### config.mk
export PLATFORM = sky130hd
export DESIGN_NAME = kvni_normal_gen
export DESIGN_NICKNAME = d
export VERILOG_FILES = /design/src/rtl/core/keyframe_vertex_normal_interpolator_assert.svh /design/src/rtl/core/kvni_pkg.sv /design/src/rtl/core/kvni_normal_gen.sv
export SDC_FILE = /design/constraint.sdc
export NUM_CORES = 1
export LEC_CHECK = 0
export BUFFER_PORTS_ARGS = -buffer_cell sky130_fd_sc_hd__buf_2
export CORE_ASPECT_RATIO = 1.75
export CORE_UTILIZATION = 47
export CTS_CLUSTER_DIAMETER = 30
export CTS_CLUSTER_SIZE = 16
export DETAILED_ROUTE_END_ITERATION = 8
export PLACE_DENSITY = 0.65
export SYNTH_ARGS = -nofsm -noshare
export SYNTH_HDL_FRONTEND = slang
export SYNTH_SLANG_ARGS = --single-unit
### constraint.sdc
create_clock -name clk -period 8 [get_ports clk]
set_clock_uncertainty 0.2 [all_clocks]
set_input_delay 0.8 -clock clk [delete_from_list [all_inputs] [get_ports clk]]
set_output_delay 0.8 -clock clk [all_outputs]
set_load 0.01 [all_outputs]
### src/rtl/core/keyframe_vertex_normal_interpolator_assert.svh
// Assertion macros used by the keyframe vertex interpolator top level.
`ifndef KEYFRAME_VERTEX_NORMAL_INTERPOLATOR_ASSERT_SVH
`define KEYFRAME_VERTEX_NORMAL_INTERPOLATOR_ASSERT_SVH

// Same-cycle implication, disabled during reset.
`define KVNI_ASSERT_NOW(label, clk, rst, pre, post, msg) \
  label: assert property (@(posedge clk) disable iff (rst) (pre) |-> (post)) \
    else $error(msg);

// Next-cycle implication, disabled during reset.
`define KVNI_ASSERT_NEXT(label, clk, rst, pre, post, msg) \
  label: assert property (@(posedge clk) disable iff (rst) (pre) |=> (post)) \
    else $error(msg);

`endif

### src/rtl/core/kvni_pkg.sv
// Types and constants shared by the keyframe vertex interpolator modules.
`timescale 1ns / 1ps
`default_nettype none

package kvni_pkg;

  // Q1.16 weight of 1.0
  localparam logic [16:0] ONE_Q16 = 17'd65536;

  typedef struct packed {
    logic signed [15:0] cur_x;
    logic signed [15:0] cur_y;
    logic signed [15:0] cur_z;
    logic signed [15:0] nxt_x;
    logic signed [15:0] nxt_y;
    logic signed [15:0] nxt_z;
    logic [7:0]         cur_theta;
    logic [7:0]         cur_phi;
    logic [7:0]         nxt_theta;
    logic [7:0]         nxt_phi;
  } in_t;

  typedef struct packed {
    logic signed [19:0] pos_x;
    logic signed [19:0] pos_y;
    logic signed [19:0] pos_z;
    logic signed [15:0] norm_x;
    logic signed [15:0] norm_y;
    logic signed [15:0] norm_z;
  } out_t;

  // sine and cosine, Q1.14
  typedef struct packed {
    logic signed [15:0] sin_q;
    logic signed [15:0] cos_q;
  } trig_t;

  // one frame's coordinates, 1/64 units
  typedef struct packed {
    logic signed [15:0] x;
    logic signed [15:0] y;
    logic signed [15:0] z;
  } coord3_t;

  // one frame's normal, Q2.28
  typedef struct packed {
    logic signed [29:0] x;
    logic signed [29:0] y;
    logic signed [29:0] z;
  } norm3_t;

  // per-stage advance enables
  typedef struct packed {
    logic s1;
    logic s2;
    logic s3;
    logic s4;
  } pipe_en_t;

endpackage

`default_nettype wire

### src/rtl/core/kvni_normal_gen.sv
// Per-frame normal from registered sine/cosine, one register stage.
`timescale 1ns / 1ps
`default_nettype none

module kvni_normal_gen (
  input  var logic            clk,
  input  var logic            en,
  input  var kvni_pkg::trig_t theta,
  input  var kvni_pkg::trig_t phi,
  output kvni_pkg::norm3_t    n
);

  logic signed [31:0] px, py;

  // Q1.14 * Q1.14 -> Q2.28, magnitude <= 2^28
  assign px = phi.cos_q * theta.sin_q;
  assign py = phi.sin_q * theta.sin_q;

  always_ff @(posedge clk) begin
    if (en) begin
      n.x <= px[29:0];
      n.y <= py[29:0];
      n.z <= {theta.cos_q[15:0], 14'd0};
    end
  end

endmodule

`default_nettype wire

Word level (Yosys, flattened, before mapping):

Index checks and enable logic that the tools add are counted.

* register bits: 76
* output and inout bits: 90

* $mul: 2

Operator list (count)
* 16-bit by 16-bit multiplier with 30-bit output: 2

Logic depth before layout (Yosys ltp):

Gate-level depths: netlist of the first run.

* word-level depth: 1
* mapped depth: 24
* mapped depth without buffers: 23

Worst setup path after synthesis of the first run:

Ideal clock, no wire load.

* path type: input port to flip-flop
* from: input phi[15] (netlist name)
* to: register n[88] (netlist name) (data pin)
* slack: 1.323 ns
* cell stages on the path: 18
* arrival: 6.214 ns
* path buffers: 1
* cell sequence: clkbuf_1 -> nand2_1 -> inv_1 -> fa_1 -> inv_1 -> fa_1 -> inv_1 -> fa_1 -> fa_1 -> fa_1 -> fa_1 -> ha_1 -> a21o_1 -> or3_1 -> o21a_1 -> a41o_1 -> o41ai_2 -> xnor2_1

* longest elaborated chain between the ends: 1

Ends and longest elaborated chain
* start, declared: RTL line kvni_normal_gen.sv:9 `input var kvni_pkg::trig_t phi,`
* 16-bit by 16-bit multiplier with 30-bit output: RTL line kvni_normal_gen.sv:16 `assign px = phi.cos_q * theta.sin_q;`
* named net px[28]: RTL line kvni_normal_gen.sv:13 `logic signed [31:0] px, py;`
* end, declared: RTL line kvni_normal_gen.sv:10 `output kvni_pkg::norm3_t n`

The timed path passes the listed nets, and every way through them passes these cells.
A chain may end at the register's enable or synchronous reset.

Worst setup path after layout of the first run:

* from: input theta[17] (netlist name)
* to: register n[89] (netlist name) (data pin)

* longest elaborated chain between the ends: 1

Ends and longest elaborated chain
* start, declared: RTL line kvni_normal_gen.sv:8 `input var kvni_pkg::trig_t theta,`
* 16-bit by 16-bit multiplier with 30-bit output: RTL line kvni_normal_gen.sv:16
* named net px[29]: RTL line kvni_normal_gen.sv:13

The timed path passes the listed nets, and every way through them passes these cells.

==> flow_metrics.env, run 1 <==
export IMPL_ff_latch_area_um2=2282
export IMPL_critPathMostFrequentCell="fa_1"
export IMPL_max_slew_margin=0.4541
export IMPL_ctsHoldBuffers=0
export IMPL_fmax_ghz=0.1434
export IMPL_chipHeight_um=283.2
export IMPL_finalCriticalPeriod_ns=6.975
export IMPL_vias=14885
export IMPL_cp_slowest_cell="fa_1"
export IMPL_drive_gt1_frac=0.07665
export IMPL_reg_top3="n x76"
export IMPL_synth_area_um2=21230
export IMPL_final_setup_tns_ns=0
export IMPL_drt_pass1_iter_count=7
export IMPL_crit_required_ns=7.93
export IMPL_syn_avg_cell_area_um2=9.687
export IMPL_track_usage=0.2390
export IMPL_setup_viol=0
export IMPL_portBuffers=141
export IMPL_num_rows=102
export IMPL_placed_cells=2826
export IMPL_ys_types=52
export IMPL_hold_violations=0
export IMPL_ios=156
export IMPL_finalWirelength_mm=50.83
export IMPL_cts_root_buf="clkbuf_16"
export IMPL_critical_path_max_stage_delay_ns=0.73
export IMPL_vias_per_cell=5.230
export IMPL_cts_resized_gates=0
export IMPL_cts_made_buffers=9
export IMPL_multiInputGateArea_um2=16480
export IMPL_initial_core_util=0.4781
export IMPL_cp_start_kind="primary input"
export IMPL_clk_path_buf_depth=2
export IMPL_post_cts_buffers=0
export IMPL_arrival_ns=6.90
export IMPL_grt_max_degree=60
export IMPL_whs_path_depth=1
export IMPL_cap_violations=0
export IMPL_largest_reg_flops=76
export IMPL_seq_area_frac_synth=0.1075
export IMPL_hp_start="theta[3]"
export IMPL_fin_crit_sh=0.8718
export IMPL_ant_nets=0
export IMPL_final_util=0.5099
export IMPL_grt_pass1_wl_mm=84.57
export IMPL_gp_congestion=0.8684
export IMPL_clk_pin_slew_ns=0.10
export IMPL_postSynthCellCount=2192
export IMPL_rsz0062_at_grt="false"
export IMPL_status="finished, final reports clean"
export IMPL_overflow=0
export IMPL_fp_coreArea_um2=44410
export IMPL_synth_edf_count=76
export IMPL_drc=0
export IMPL_cts_sink_count=76
export IMPL_min_to="n[17]"
export IMPL_cp_end_kind="flip-flop"
export IMPL_routedWlPerCell_um=17.86
export IMPL_first_global_vias=17115
export IMPL_drt_iter0_drc=738
export IMPL_die_area_um2=46060
export IMPL_slew_violations=0
export IMPL_dp_hpwl_mm=40.70
export IMPL_synth_flop_cell="edfxtp_1"
export IMPL_top_register="n"
export IMPL_hold_class="primary input to flip-flop"
export IMPL_path_max_fanout=32
export IMPL_die_x_um=162.7
export IMPL_syn_to_final_growth_pct=6.659
export IMPL_final_cell_area_um2=22650
export IMPL_worstMarginPinSlew_ns=0.8189
export IMPL_fillers=4111
export IMPL_placed_area_um2=22330
export IMPL_h_tree_depth=3
export IMPL_startpoint="theta[17]"
export IMPL_cp_cell_sequence="buf_2, nand2_1, inv_1, fa_1, inv_1, fa_1, inv_1, fa_1, fa_1, fa_1, fa_1, ha_1, nand2_1, nor2_1, o21ai_0, o211ai_1, o41ai_2, o2111ai_1, a21oi_1, xnor2_1"
export IMPL_yosys_warnings=0
export IMPL_synth_seq_cells=76
export IMPL_antenna_found_initial=5
export IMPL_nets=2985
export IMPL_cts_tree="done"
export IMPL_crit_type="primary input to flip-flop"
export IMPL_synth_async_sr_flop_share=0
export IMPL_fin_cells=2846
==> per-stage QoR <==
step | setup WS (ns) | hold slack, ns
2_1_floorplan | 1.323 | 0.6989
3_3_place_gp | 0.8107 | 0.7764
3_5_place_dp | 0.6542 | 0.7783
4_1_cts | 1.035 | 0.3774
5_1_grt | 0.6241 | 0.3806
6_report | 1.025 | 0.3851
==> critical path, delay by kind of cell <==
family,cells,cell delay [ns]
buf+inv,4,0.76
compound gates,5,1.11
fa+ha+maj,7,3.70
xor+xnor,1,0.08
simple gates,3,0.42
==> worst max-delay path by stage <==
stage	to	slack [ns]
CTS	n[89]	1.04
detailed placement	n[58]	0.65
finish	n[89]	1.03
floorplan	n[88]	1.32
global route	n[89]	0.62
global placement	n[58]	0.81
==> cells by family after synthesis <==
family,after synthesis,synth area share
AOI/OAI and AO/OA,116,0.03760
xor gates and xnor gates,78,0.03217
adders and majority gates,654,0.5608
buffers and inverters,656,0.1184
DFF,76,0.1075
other,1,0.0001766
and+or+nand+nor,611,0.1434
==> area by class of cell <==
class                           count  share of cell area
Tap cell                          572             0.03160
Inverter                          558             0.09249
Sequential cell                    76              0.1008
Timing Repair Buffer              147             0.03326
Clock inverter                      7            0.003591
Antenna cell                        4           0.0004420
Clock buffer                        9            0.009945
Multi-Input combinational cell   1473              0.7279
==> synthesized netlist by cell type (2+ instances only) <==
cell / n / area (um2)
inv_1: 558 / 2095
fa_1: 496 / 9930
nand2_1: 251 / 942.2
and2_1: 246 / 1539
ha_1: 158 / 1977
clkbuf_1: 83 / 311.6
edfxtp_1: 76 / 2282
xnor2_1: 64 / 560.5
nor2_1: 53 / 198.9
a21oi_1: 35 / 175.2
nand3_1: 17 / 85.08
buf_4: 14 / 105.1
xor2_1: 14 / 122.6
nand2b_1: 13 / 81.33
o21ai_0: 13 / 65.06
a21o_1: 11 / 82.58
o21bai_1: 9 / 67.56
a211oi_1: 7 / 52.55
nor3_1: 7 / 35.03
o21ai_1: 7 / 35.03
nor2b_1: 6 / 37.54
or3_1: 5 / 31.28
o21a_1: 4 / 30.03
a31oi_1: 3 / 18.77
nand4_1: 3 / 18.77
nor4_1: 3 / 18.77
o2111ai_1: 3 / 26.28
o211ai_1: 3 / 22.52
o31ai_1: 3 / 22.52
a221o_1: 2 / 20.02
a41o_1: 2 / 20.02
and3_1: 2 / 12.51
o41ai_2: 2 / 32.53
==> layer usage <==
layer / up-vias / wire (um) / GRT usage / share of wire
met3: 119 / 1862 / 0.02533 / 0.037
met5: - / 8 / 0 / 0.00016
li1: 6534 / - / - / -
met1: 7828 / 18080 / 0.2644 / 0.36
met2: 402 / 28470 / 0.4451 / 0.56
met4: 2 / 2408 / 0.1206 / 0.047
==> layout by cell type, fill, tap and decap left out, drive strengths merged, types with 4 or more instances in the layout <==
cell and count:
a211oi 8, a21o 11, a21oi 36, and2 246, buf 147, clkbuf 9, conb 14, diode 4
edfxtp 76, fa 496, ha 158, inv 562, nand2 251, nand2b 13, nand3 17, nor2 53
nor2b 6, nor3 7, o211ai 4, o21a 4, o21ai 21, o21bai 10, or3 6, xnor2 64
xor2 14
Power of run 1 is left out: the tool's default activity adds up to more than one toggle a clock period on the data nets, which glitch-free logic cannot reach.
==> run 2, diff against run 1 <==
ABC_AREA = 1   (was not set)
PLACE_DENSITY = 0.62   (was 0.65)
==> run 2 against run 1 <==
Die area increased by 6.0%. Sequential share of layout area decreased by 0.53 points. First-iteration DRC count increased by 1.4%. Worst hold slack improved by 0.0080 ns. Count of clock-buffer cells in the layout unchanged. Largest cell class unchanged.
==> flow_metrics.env, run 2 <==
export IMPL_yosysTopAreaCellShare=0.4407
export IMPL_dp_hpwl_mm=51.96
export IMPL_cts_root_buf="clkbuf_16"
export IMPL_ys_types=35
export IMPL_ctsHoldBuffers=0
export IMPL_max_slew_margin=0.4088
export IMPL_portBuffers=141
export IMPL_clk_path_buf_depth=2
export IMPL_reg_top3="n x76"
export IMPL_fin_crit_sh=0.8881
export IMPL_cts_made_buffers=9
export IMPL_arrival_ns=7.04
export IMPL_routedWlPerCell_um=17.92
export IMPL_synthTopCellsByCount="inv_1, nand2_1, fa_1"
export IMPL_hold_violations=0
export IMPL_seq_area_frac_synth=0.1013
export IMPL_syn_avg_cell_area_um2=8.189
export IMPL_post_cts_buffers=0
export IMPL_syn_to_final_growth_pct=6.115
export IMPL_ios=156
export IMPL_grt_use_met2=0.5427
export IMPL_vias_per_cell=5.035
export IMPL_gr_max_usage_layer="met2"
export IMPL_synth_edf_count=76
export IMPL_synth_area_um2=22530
export IMPL_cts_resized_gates=0
export IMPL_clk_pin_slew_ns=0.07
export IMPL_cts_tree="done"
export IMPL_drc=0
export IMPL_overflow=0
export IMPL_crit_type="primary input to flip-flop"
export IMPL_nets=3531
export IMPL_drt_iter0_drc=748
export IMPL_hold_class="primary input to flip-flop"
export IMPL_synth_async_sr_flop_share=0
export IMPL_track_usage=0.2663
export IMPL_post_synth_top_count_cell="inv_1"
export IMPL_drive_gt1_frac=0.07425
export IMPL_die_x_um=167.5
export IMPL_first_global_vias=19565
export IMPL_num_rows=105
export IMPL_largest_reg_flops=76
export IMPL_final_common_cell="inv_1"
export IMPL_vias=17133
export IMPL_top_register="n"
export IMPL_finalCriticalPeriod_ns=7.105
export IMPL_antenna_found_initial=1
export IMPL_cp_end_kind="flip-flop"
export IMPL_ys_top_cells_by_area="fa_1, inv_1, nand2_1"
export IMPL_crit_required_ns=7.93
export IMPL_worstMarginPinSlew_ns=0.8868
export IMPL_cts_sink_count=76
export IMPL_mostFrequentLayoutCells="inv_1, nand2_1, fa_1"
export IMPL_fp_coreArea_um2=47030
export IMPL_cap_violations=0
export IMPL_synth_top_area_cell="fa_1"
export IMPL_status="finished, final reports clean"
export IMPL_fmax_ghz=0.1408
export IMPL_antennaDiodeCount=0
export IMPL_slew_violations=0
export IMPL_ant_nets=0
export IMPL_yosys_warnings=0
export IMPL_synth_seq_cells=76
export IMPL_grt_pass1_wl_mm=99.33
export IMPL_synth_flop_cell="edfxtp_1"
export IMPL_setup_viol=0
export IMPL_final_setup_tns_ns=0
export IMPL_grt_use_met1=0.2531
export IMPL_die_area_um2=48850
export IMPL_drt_pass1_iter_count=5
export IMPL_postSynthCellCount=2751
export IMPL_h_tree_depth=3
export IMPL_finalWirelength_mm=60.97
export IMPL_initial_core_util=0.4790
export IMPL_grt_max_degree=55
export IMPL_gp_congestion=0.9456
export IMPL_rsz0062_at_grt="false"
export IMPL_met3_usage=0.02562
export IMPL_chipHeight_um=291.6
export IMPL_cp_start_kind="primary input"
export IMPL_path_max_fanout=32
run 2: changes by cell type in the layout (fill, tap and decap cells not counted), sizes merged, moves of 9 or more:
cell	delta
xor2	+29
nand2	+442
inv	+300
and2	-246
a21oi	+27
nand2b	-13
xnor2	-50
nand3	+39
o21ai	+15
nor2	+39
a21o	-9
run 2: cell families (layout without fill, tap and decap cells):
| logic type | Yosys count | in the layout | share of synthesized area |
|---|---|---|---|
| buffers and inverters | 978 | 1029 | 0.1654 |
| and+or+nand+nor | 876 | 876 | 0.1557 |
| adders and majority gates | 654 | 654 | 0.5285 |
| AOI/OAI and AO/OA | 109 | 109 | 0.02677 |
| DFF | 76 | 76 | 0.1013 |
| xor gates and xnor gates | 57 | 57 | 0.02216 |
| other | 1 | 14 | 0.0001665 |
run 2: cell type report:
class / instances / area, um2
Tap cell: 588 / 735.7
Clock buffer: 9 / 225.2
Clock inverter: 6 / 65.06
Timing Repair Buffer: 153 / 798.3
Inverter: 861 / 3232
Fill cell: 4578 / 23130
Multi-Input combinational cell: 1710 / 16570
Sequential cell: 76 / 2282
run 2: metal layers:
metal	vias to the layer above	wire (um)
met5	-	0
met4	0	3329
met3	185	1957
met2	466	35800
met1	8638	19880
li1	7844	-
run 2: worst paths after layout:
| path | start | end | slack (ns) | cells past startpoint |
|---|---|---|---|---|
| worst min-delay path | theta[0] | n[14] | 0.39 | 1 |
| worst max-delay path | theta[17] | n[57] | 0.90 | 19 |
run 2: through the flow:
| stage | utilization | worst slack [ns] | std cells | instance area [um2] | hold WS, ns |
|---|---|---|---|---|---|
| global placement | 0.5021 | 0.6335 | 3388 | 23620 | 0.7764 |
| floorplan | - | 1.792 | 2764 | 22580 | 0.6989 |
| CTS | 0.5083 | 0.9797 | 3403 | 23910 | 0.3831 |
| detailed placement | 0.5021 | 0.5977 | 3388 | 23620 | 0.7784 |
| finish | 0.5083 | 0.8955 | 3403 | 23910 | 0.3931 |
| global route | 0.5083 | 0.6424 | 3403 | 23910 | 0.3794 |
run 2: worst max-delay path, cell delays in order:
cell	delay, ns
buf_2	0.59
nand2_1	0.20
inv_1	0.18
fa_1	0.52
inv_1	0.17
fa_1	0.51
inv_1	0.30
fa_1	0.50
fa_1	0.61
fa_1	0.44
fa_1	0.46
ha_1	0.39
nand2_1	0.13
nor2_1	0.21
inv_1	0.12
nor3_1	0.38
o21ai_0	0.28
nand4_1	0.15
nand2_1	0.06
Power of run 2 is left out for the same reason.
